===== config.mk =====
export PLATFORM = sky130hd
export DESIGN_NAME = abt_merge
export DESIGN_NICKNAME = d
export VERILOG_FILES = /design/src/design/abt_pkg.sv /design/src/design/abt_merge.sv
export SDC_FILE = /design/constraint.sdc
export NUM_CORES = 1
export LEC_CHECK = 0
export BUFFER_PORTS_ARGS = -buffer_cell sky130_fd_sc_hd__buf_2
export CELL_PAD_IN_SITES_DETAIL_PLACEMENT = 0
export CELL_PAD_IN_SITES_GLOBAL_PLACEMENT = 1
export CORE_ASPECT_RATIO = 0.8
export CORE_UTILIZATION = 40
export DETAILED_ROUTE_END_ITERATION = 12
export PLACE_DENSITY = 0.81
export SYNTH_ARGS = -nofsm -noshare
export SYNTH_HDL_FRONTEND = slang
export SYNTH_SLANG_ARGS = --single-unit

===== constraint.sdc =====
create_clock -name clk -period 0.8 [get_ports clk]
set_input_delay 0.04 -clock clk [delete_from_list [all_inputs] [get_ports clk]]
set_output_delay 0.04 -clock clk [all_outputs]
set_load 0.01 [all_outputs]

===== src/design/abt_pkg.sv =====
`timescale 1ns / 1ps
// ----------------------------------------------------------------------------
// abt_pkg
// Constants and types shared by the affine box transform modules.
// ----------------------------------------------------------------------------
package abt_pkg;

	localparam int COORD_BITS_DEF = 24;
	localparam int COEF_BITS_DEF  = 18;
	localparam int COEF_FRAC      = 14;
	localparam int COEF_ONE       = 1 << COEF_FRAC;
	localparam int NUM_REGS       = 8;
	localparam int ADDR_W         = $clog2(NUM_REGS) + 2;
	localparam int APB_DATA_W     = 32;
	localparam int NUM_LANES      = 4;
	localparam int PIPE_DEPTH     = 5;

	typedef enum logic [$clog2(NUM_REGS)-1:0] {
		REG_COEF_XX  = 3'd0,
		REG_COEF_XY  = 3'd1,
		REG_COEF_YX  = 3'd2,
		REG_COEF_YY  = 3'd3,
		REG_SHIFT_X  = 3'd4,
		REG_SHIFT_Y  = 3'd5,
		REG_CENTER_X = 3'd6,
		REG_CENTER_Y = 3'd7
	} reg_idx_t;

endpackage


===== src/design/abt_merge.sv =====
`timescale 1ns / 1ps
// ----------------------------------------------------------------------------
// abt_merge
// Combines the four mapped corners into their bounding box and registers
// the result with its strobe.
// ----------------------------------------------------------------------------
module abt_merge import abt_pkg::*; #(
	parameter int COORD_BITS = COORD_BITS_DEF
) (
	input  logic                         clk,
	input  logic                         arst_n,
	input  logic                         in_vld,
	input  logic signed [COORD_BITS-1:0] corner_x [NUM_LANES],
	input  logic signed [COORD_BITS-1:0] corner_y [NUM_LANES],
	input  logic [NUM_LANES-1:0]         corner_sat,
	output logic                         done,
	output logic signed [COORD_BITS-1:0] res_x_lo,
	output logic signed [COORD_BITS-1:0] res_x_hi,
	output logic signed [COORD_BITS-1:0] res_y_lo,
	output logic signed [COORD_BITS-1:0] res_y_hi,
	output logic                         saturated
);

	function automatic logic signed [COORD_BITS-1:0] smin(
		input logic signed [COORD_BITS-1:0] a,
		input logic signed [COORD_BITS-1:0] b
	);
		return (a < b) ? a : b;
	endfunction

	function automatic logic signed [COORD_BITS-1:0] smax(
		input logic signed [COORD_BITS-1:0] a,
		input logic signed [COORD_BITS-1:0] b
	);
		return (a > b) ? a : b;
	endfunction

	logic done_q;

	always_ff @(posedge clk or negedge arst_n) begin
		if (!arst_n) begin
			done_q <= 1'b0;
		end else begin
			done_q <= in_vld;
		end
	end

	// Two-level compare tree per bound.
	always_ff @(posedge clk) begin
		res_x_lo  <= smin(smin(corner_x[0], corner_x[1]), smin(corner_x[2], corner_x[3]));
		res_x_hi  <= smax(smax(corner_x[0], corner_x[1]), smax(corner_x[2], corner_x[3]));
		res_y_lo  <= smin(smin(corner_y[0], corner_y[1]), smin(corner_y[2], corner_y[3]));
		res_y_hi  <= smax(smax(corner_y[0], corner_y[1]), smax(corner_y[2], corner_y[3]));
		saturated <= |corner_sat;
	end

	assign done = done_q;

endmodule


==> run metrics <==
Hold Crit Class in2reg; core box area 25,400 sq um; final setup fails 194; Slew @ Worst Pin 508 ps; ys async rst share 0.0102; Fin. Hold Viols 1; post-route ant nets 0; drt first-iter violations 856; Seq pwr share 0.202; gpl congestion 0.955; failing checks negative hold slack, negative setup slack; CTS max path bufs 2; share of layout cells above drive strength 1 0.590; largest net degree at the start of global routing 32; sequential fraction of the synthesis area 0.188; Arrival @ worst endpoint 4790 ps; initial core utilization 0.410; Power Total 39,000 uW; Detailed Route WL 45,800 um; Syn Std Cell Area 10,400 sq um; crit path capture type register; clock slew at the register clock pins of the worst setup and hold paths around 70 ps; gr usage total 0.316; Syn-to-layout area delta 83.7%; DRC errors left 0; Internal Pwr Total between 20,000 and 25,000 uW; cts bufs inserted 9; PwrDens 2030 nW/um^2; drt wl/cell 19.8 um; status complete, but fails checks; critical path fanouts, max 6; CTS tree yes; fin crit period 4510 ps; critical path class in2reg; Mapped Cells 1,194; Worst slew margin 0.658; full die area 26,800 sq um; global-route wire length before repair 65,600 um; Netlist cell types 58; global route overflow 0; htree depth 3; vias in the first global route 12,317; Max Cap Violations 0; fin. max-slew vios 0; DP Wirelength roughly 32,000 um; Pleak 0.00968 uW; Setup crit start kind input port; CP required ~1100 ps; Yosys reg bits ~100; period utilization 5.63; Root Buffer clkbuf_16; via count 12,361; RSZ-0062 raised after global routing yes; final setup margin -3710 ps; Rows 52; clock sink total 98; Post-Syn Nets ~1,600; Fmax about 220 MHz; TritonRoute pass-1 iters 5; VDD IR max 1380 uV; Switch Pwr 15,200 uW; fin area 19,200 sq um; Comb power frac 0.665; EDFF count, synth 0; I/O Buffers 296; die width 183 um; Chip Height 146 um; DP Area 15,700 sq um; Primary FF master, synth dfxtp_1; Clk pwr share 0.133; worst hold slack -130 ps; io pins 297; hold_buf cts 3; nets 2,339; Post-Syn Area per Cell 8.74 sq um; Sw Share 0.388; antenna violations before repair 8; synth warn 0; vias per inst 5.35
[cells in the mapped netlist, types with 11 or more instances]
| library cell | number | share of area |
|---|---|---|
| a21o_1 | 18 | 0.013 |
| o21ai_0 | 29 | 0.014 |
| inv_1 | 196 | 0.070 |
| mux2_2 | 23 | 0.025 |
| dfxtp_1 | 97 | 0.19 |
| mux2i_1 | 194 | 0.19 |
| nor2_1 | 37 | 0.013 |
| o2bb2ai_1 | 23 | 0.019 |
| nand3_1 | 15 | 0.0072 |
| a21oi_1 | 90 | 0.043 |
| ha_1 | 190 | 0.23 |
| nand4_1 | 28 | 0.017 |
| o21a_1 | 28 | 0.020 |
| a221oi_2 | 20 | 0.029 |
| nand2_1 | 61 | 0.022 |
| clkbuf_1 | 11 | 0.0040 |
[final timing paths]
check | from | endpoint | cells after the start
max in group asynchronous | arst_n | done | 3
min in group asynchronous | arst_n | done | 3
setup / recovery | corner_x[70] | res_x_hi[4] | 25
hold / removal | corner_sat[2] | saturated | 2
[stage by stage]
step,setup slack [ps],hold slack (ps),cells,TNS (ps),utilization
floorplan,-3300,-256,1194,-301290,-
global placement,-4210,-181,2201,-379290,0.619
detailed placement,-4280,-180,2201,-391240,0.619
CTS,-3440,-135,2278,-319890,0.714
global route,-3780,-119,2312,-357380,0.754
finish,-3710,-130,2312,-344150,0.754
[cell usage in the layout (no fill, tap or decap), types with 7 or more instances in the layout]
cell type	Yosys	routed
mux2i_4	0	36
a21oi_2	5	21
buf_12	0	18
nand4_1	28	28
o21a_1	28	28
mux2i_2	0	23
dfxtp_1	97	37
nor2b_1	10	9
clkbuf_16	0	12
nand2_1	61	54
buf_6	10	125
a21o_1	18	18
mux2i_1	194	135
mux2_2	23	23
buf_8	0	13
buf_4	9	418
dfxtp_2	0	59
ha_1	190	133
o2bb2ai_2	0	7
o2bb2ai_1	23	16
inv_4	0	9
a21oi_1	90	67
nor2_1	37	33
inv_1	196	161
nand3_1	15	11
o21ai_0	29	18
a221oi_2	20	23
buf_2	8	201
a21oi_4	0	7
ha_4	0	54
o21ai_2	0	7
inv_2	0	19
[registers in the layout, indices dropped and copies added, names as in the netlist]
signal / cells
done: 1
res_x_lo: 24
res_y_hi: 24
res_y_lo: 24
res_x_hi: 24
saturated: 1
[final cells by class]
type / instances / area, sq um
Multi-Input combinational cell: 861 / 9280
Clock buffer: 12 / 256
Tap cell: 351 / 439
Timing Repair Buffer: 783 / 6270
Antenna cell: 6 / 15.0
Inverter: 197 / 806
Sequential cell: 98 / 2040
Clock inverter: 4 / 73.8
Fill cell: 1733 / 6260
[cell families after synthesis]
family,synth area share
flip-flops,0.188
buffers and inverters,0.0959
AND/OR/NAND/NOR,0.0931
adder cells (fa/ha/maj),0.228
multiplexers,0.214
AO/OA/AOI/OAI,0.180
XOR/XNOR,0.00156
[metal layers]
metal	vias up	global-route usage	part of all wire
met2	529	0.490	0.45
met1	5861	0.433	0.44
met4	2	0.126	0.036
met5	-	0	0.00028
met3	123	0.0551	0.072
li1	5846	-	-
[worst max-delay path: stages]
cell	delay, ps
buf_2	150
inv_1	90
ha_4	230
a21oi_1	150
nand2_1	70
a21oi_1	210
nand4_1	260
a21oi_4	300
xnor2_4	150
a21oi_4	180
buf_8	180
mux2i_2	240
inv_1	100
ha_4	280
buf_4	100
and3_4	190
nand4_1	130
buf_4	190
nor4_4	330
nand2_2	130
or3_4	440
o211ai_4	110
buf_6	160
buf_12	140
mux2i_4	230
[power by group through the flow]
| stage | combinational, uW | clock, uW | sequential, uW |
|---|---|---|---|
| finish | 25900 | 5180 | 7890 |
| global route | 27400 | 5340 | 8030 |
| CTS | 23200 | 5230 | 7630 |
| detailed placement | 19100 | 0 | 7390 |
| global placement | 18700 | 0 | 7450 |
| floorplan | 9600 | 0 | 8280 |
[what timing repair did]
item	4_1_cts	5_1_grt
gates cloned	6	2
endpoints found under the hold margin	3	1
endpoints found under the setup margin	194	194
gates resized for setup	335	178
pin swaps	60	57
setup buffers	58	34
(Power assumes the default switching activity.)
