<file path="src/design/abt_pkg.sv">
`timescale 1ns / 1ps
// ----------------------------------------------------------------------------
// abt_pkg
// Constants and types shared by the affine box transform modules.
// ----------------------------------------------------------------------------
package abt_pkg;

	localparam int COORD_BITS_DEF = 24;
	localparam int COEF_BITS_DEF  = 18;
	localparam int COEF_FRAC      = 14;
	localparam int COEF_ONE       = 1 << COEF_FRAC;
	localparam int NUM_REGS       = 8;
	localparam int ADDR_W         = $clog2(NUM_REGS) + 2;
	localparam int APB_DATA_W     = 32;
	localparam int NUM_LANES      = 4;
	localparam int PIPE_DEPTH     = 5;

	typedef enum logic [$clog2(NUM_REGS)-1:0] {
		REG_COEF_XX  = 3'd0,
		REG_COEF_XY  = 3'd1,
		REG_COEF_YX  = 3'd2,
		REG_COEF_YY  = 3'd3,
		REG_SHIFT_X  = 3'd4,
		REG_SHIFT_Y  = 3'd5,
		REG_CENTER_X = 3'd6,
		REG_CENTER_Y = 3'd7
	} reg_idx_t;

endpackage

</file>
<file path="src/design/abt_regs.sv">
`timescale 1ns / 1ps
// ----------------------------------------------------------------------------
// abt_regs
// APB register file holding the matrix, translation and center.
// ----------------------------------------------------------------------------
module abt_regs import abt_pkg::*; #(
	parameter int COORD_BITS = COORD_BITS_DEF,
	parameter int COEF_BITS  = COEF_BITS_DEF
) (
	input  logic                         clk,
	input  logic                         arst_n,
	input  logic                         psel,
	input  logic                         penable,
	input  logic                         pwrite,
	input  logic [ADDR_W-1:0]            paddr,
	input  logic [APB_DATA_W-1:0]        pwdata,
	output logic [APB_DATA_W-1:0]        prdata,
	output logic                         pready,
	output logic signed [COEF_BITS-1:0]  coef_xx,
	output logic signed [COEF_BITS-1:0]  coef_xy,
	output logic signed [COEF_BITS-1:0]  coef_yx,
	output logic signed [COEF_BITS-1:0]  coef_yy,
	output logic signed [COORD_BITS-1:0] shift_x,
	output logic signed [COORD_BITS-1:0] shift_y,
	output logic signed [COORD_BITS-1:0] center_x,
	output logic signed [COORD_BITS-1:0] center_y
);

	logic     wr_en;
	reg_idx_t idx;

	assign pready = 1'b1;
	assign wr_en  = psel && penable && pwrite;
	assign idx    = reg_idx_t'(paddr[ADDR_W-1:2]);

	always_ff @(posedge clk or negedge arst_n) begin
		if (!arst_n) begin
			coef_xx  <= COEF_BITS'(COEF_ONE);
			coef_xy  <= '0;
			coef_yx  <= '0;
			coef_yy  <= COEF_BITS'(COEF_ONE);
			shift_x  <= '0;
			shift_y  <= '0;
			center_x <= '0;
			center_y <= '0;
		end else if (wr_en) begin
			unique case (idx)
				REG_COEF_XX:  coef_xx  <= pwdata[COEF_BITS-1:0];
				REG_COEF_XY:  coef_xy  <= pwdata[COEF_BITS-1:0];
				REG_COEF_YX:  coef_yx  <= pwdata[COEF_BITS-1:0];
				REG_COEF_YY:  coef_yy  <= pwdata[COEF_BITS-1:0];
				REG_SHIFT_X:  shift_x  <= pwdata[COORD_BITS-1:0];
				REG_SHIFT_Y:  shift_y  <= pwdata[COORD_BITS-1:0];
				REG_CENTER_X: center_x <= pwdata[COORD_BITS-1:0];
				REG_CENTER_Y: center_y <= pwdata[COORD_BITS-1:0];
			endcase
		end
	end

	// Read back sign-extended to the bus width.
	always_comb begin
		unique case (idx)
			REG_COEF_XX:  prdata = APB_DATA_W'(coef_xx);
			REG_COEF_XY:  prdata = APB_DATA_W'(coef_xy);
			REG_COEF_YX:  prdata = APB_DATA_W'(coef_yx);
			REG_COEF_YY:  prdata = APB_DATA_W'(coef_yy);
			REG_SHIFT_X:  prdata = APB_DATA_W'(shift_x);
			REG_SHIFT_Y:  prdata = APB_DATA_W'(shift_y);
			REG_CENTER_X: prdata = APB_DATA_W'(center_x);
			REG_CENTER_Y: prdata = APB_DATA_W'(center_y);
		endcase
	end

endmodule

</file>
<file path="config.mk">
export PLATFORM = sky130hd
export DESIGN_NAME = abt_regs
export DESIGN_NICKNAME = d
export VERILOG_FILES = /design/src/design/abt_pkg.sv /design/src/design/abt_regs.sv
export SDC_FILE = /design/constraint.sdc
export NUM_CORES = 1
export LEC_CHECK = 0
export BUFFER_PORTS_ARGS = -buffer_cell sky130_fd_sc_hd__buf_2
export CAP_MARGIN = 20
export CORE_AREA = 2 2 165 167
export DETAILED_ROUTE_END_ITERATION = 7
export DIE_AREA = 0 0 167 169
export MAX_ROUTING_LAYER = met4
export PLACE_DENSITY_LB_ADDON = 0.25
export SLEW_MARGIN = 20
export SYNTH_ARGS = -nofsm -noshare
export SYNTH_HDL_FRONTEND = slang
export SYNTH_SLANG_ARGS = --single-unit
export TNS_END_PERCENT = 20
</file>
<file path="constraint.sdc">
create_clock -name clk -period 1.85 [get_ports clk]
set_clock_uncertainty 0.2 [all_clocks]
set_input_delay 0.0925 -clock clk [delete_from_list [all_inputs] [get_ports clk]]
set_output_delay 0.0925 -clock clk [all_outputs]
set_load 0.02 [all_outputs]
</file>
==> metrics.txt <==
area delta synth->final 37.5%; Avg WL per Cell between 20 and 25 µm; total chip power 12.1 mW; leading area contributor after synthesis dfrtp_1; vias in the first global route between 5000 and 6000; Critical Path Stages 4; FF+latch area about 4200 µm²; setup tns final -2.78 ns; CTS sink cnt ~170; Via density about 4.8; Hold WC Path Type in -> async; met2 Use GR 0.289; antenna-violating nets left 0; critical path endpoint category output pin; gr ovfl total 0; Core Area around 27000 µm²; crit path cell chain mux4_2 > nand2_4 > nand2_4 > buf_2; gpl congestion a little under 0.8; Synth cell types 35; Total Routing Usage GR 0.185; Slew Limit Fails 0; P_leak 5.27 nW; clk slew on worst S/H paths about 0.07 ns; busiest grt layer met2; maximum achievable frequency between 400 and 500 MHz; violated checks setup timing; Worst slew margin 0.488; Hold Vio Cnt, Final 0; multi-input logic area 3410 µm²; Synth Instances between 500 and 600; Die Area between 20000 and 30000 µm²; Residual DRC 0; fill cell count between 2000 and 3000; vias between 5000 and 6000; area share of the leading cell type in the synthesized netlist 0.533; P per Cell Area 1130 nW/µm²; CTS tree yes; CP max stage delay 0.51 ns; drt total wl around 25000 µm; height of the die between 150 and 200 µm; share of cells above drive strength 1 0.610; post-route minimum period a little over 2 ns; Critical-path top delay cell mux4_2; Max IR drop VDD ~0.56 mV; setup ws final -0.168 ns; Max Root-Sink Buffers 2; R2R cell count 2; CP delay by family, top multiplexers; Root Buffer clkbuf_16; Worst Path Class, Setup reg -> out; DP Wirelength 17500 µm; post-place setup slack 0.00804 ns; Ys Warns 0; Util after Layout 0.404; initial core utilization 0.294; Mapped Nets 600; clk_lat worst skew 0.42 ns; H-Tree Depth 4; met3 usage in global routing 0.0407; met1 usage 0.250; Ports approximately 240; DR iter-0 viols 330; most common cell after layout, fill and taps aside buf_2; number of synthesized register bits around 170; final period utilization 1.09; CP dominant cell by count nand2_4; Worst-Margin Slew around 0.77 ns; layout net count around 890; startpoint types flip-flop; Seq/Total Area, Yosys 0.540; synthesized area per cell approximately 14 µm²; antenna violations before repair 0; RSZ-0062 raised after global routing yes; worst-path fanout max 8; status finished with violations; most frequent cells in the layout buf_2 (222), mux2_2 (174), dfrtp_1 (166); Placement Rows 60; arrival time worst endpoint 1.73 ns; Buffers & Inverters on Critical Path 1; largest net degree at the start of global routing 31; Ant. Diodes 0; final setup fails 20; Port-buffer cells between 200 and 250; CTS buffer count 17; Die Wd 167 µm; global-route wire length before repair between 30000 and 40000 µm; Synth area leaders dfrtp_1 (53%), mux2_2 (25%), mux2i_1 (4.8%), mux4_2 (2.3%), buf_4 (2.2%); TritonRoute pass-1 iters 6; Worst EP required 1.56 ns; max-cap viol count 0; Netlist Area Pre-Place approximately 8000 µm²
## area by class of cell
type / instances / share of cell area
clock buffer: 17 / 0.0397
multi-input combinational: 350 / 0.318
timing repair buffer: 314 / 0.198
clock inverter: 14 / 0.0116
sequential: 168 / 0.393
tap: 341 / 0.0398
inverter: 1 / 0.000350
## Yosys cell counts, drive strengths merged
cell	instances
nor2	22
nand2b	10
or3	1
mux2i	37
or2	1
nor2b	4
a222oi	5
mux4	8
o22a	11
nand4	2
o221ai	1
conb	1
nor3	2
a31oi	1
a211oi	8
nand4b	1
inv	1
dfstp	2
nand2	24
o22ai	11
nand3	1
a22oi	2
mux2	174
and2	1
buf	37
clkbuf	3
dfrtp	166
a21oi	7
o21ai	8
nand3b	6
## where the power goes
part	internal, mW	switching, mW	leakage [nW]
Combinational	1.60	2.14	2.87
Clock	1.85	1.56	0.262
Sequential	4.40	0.591	2.14
## sequential cells by signal (all words and copies together), names as in the netlist
name,cells
coef_xy,18
coef_yy,18
center_x,24
center_y,24
coef_xx,18
shift_x,24
shift_y,24
coef_yx,18
## tightest hold or removal path, cell delays in order
cell	delay, ns
dlygate4sd3_1	0.54
buf_6	0.21
buf_4	0.19
## what timing repair did
action	CTS	global route
pin swaps	4	8
setup buffers	3	1
setup endpoints to repair	23	32
gates resized for setup	9	21
hold endpoints to repair	334	0
gates cloned	0	1
hold buffers	27	0
## metrics by stage
| stage | std cells | hold WS (ns) | cell area [µm²] |
|---|---|---|---|
| 6_report | 1205 | 0.0872 | 10700 |
| 5_1_grt | 1205 | 0.0916 | 10700 |
| 4_1_cts | 1203 | 0.0847 | 10600 |
| 3_5_place_dp | 1142 | -0.121 | 9750 |
| 3_3_place_gp | 1142 | -0.119 | 9750 |
| 2_1_floorplan | 558 | -0.403 | 7800 |
## metal layers
layer  share of wire  vias up  wire length (µm)
met5               0        -                 0
met4          0.0090        0               226
met3           0.051       13              1290
met2            0.48      178             12000
met1            0.46     2907             11700
li1                -     2628                 -
## path summary, 6_finish.rpt
kind | start | endpoint | slack, ns
setup / recovery | coef_yy[17] | prdata[25] | -0.17
hold / removal | arst_n | coef_yy[10] | 0.09
setup reg to reg | coef_yx[17] | coef_yx[17] | 0.76
hold reg to reg | shift_x[21] | shift_x[21] | 0.32
max in group asynchronous | arst_n | shift_x[6] | 0.17
min in group clk | penable | coef_xx[14] | 0.21
## kinds of logic after synthesis
| group | share of synthesized area |
|---|---|
| other | 0.000481 |
| AOI/OAI and AO/OA | 0.0488 |
| buffers and inverters | 0.0339 |
| and+or+nand+nor | 0.0551 |
| DFF | 0.540 |
| muxes | 0.322 |
No activity file was read; power rests on OpenSTA's default activity.
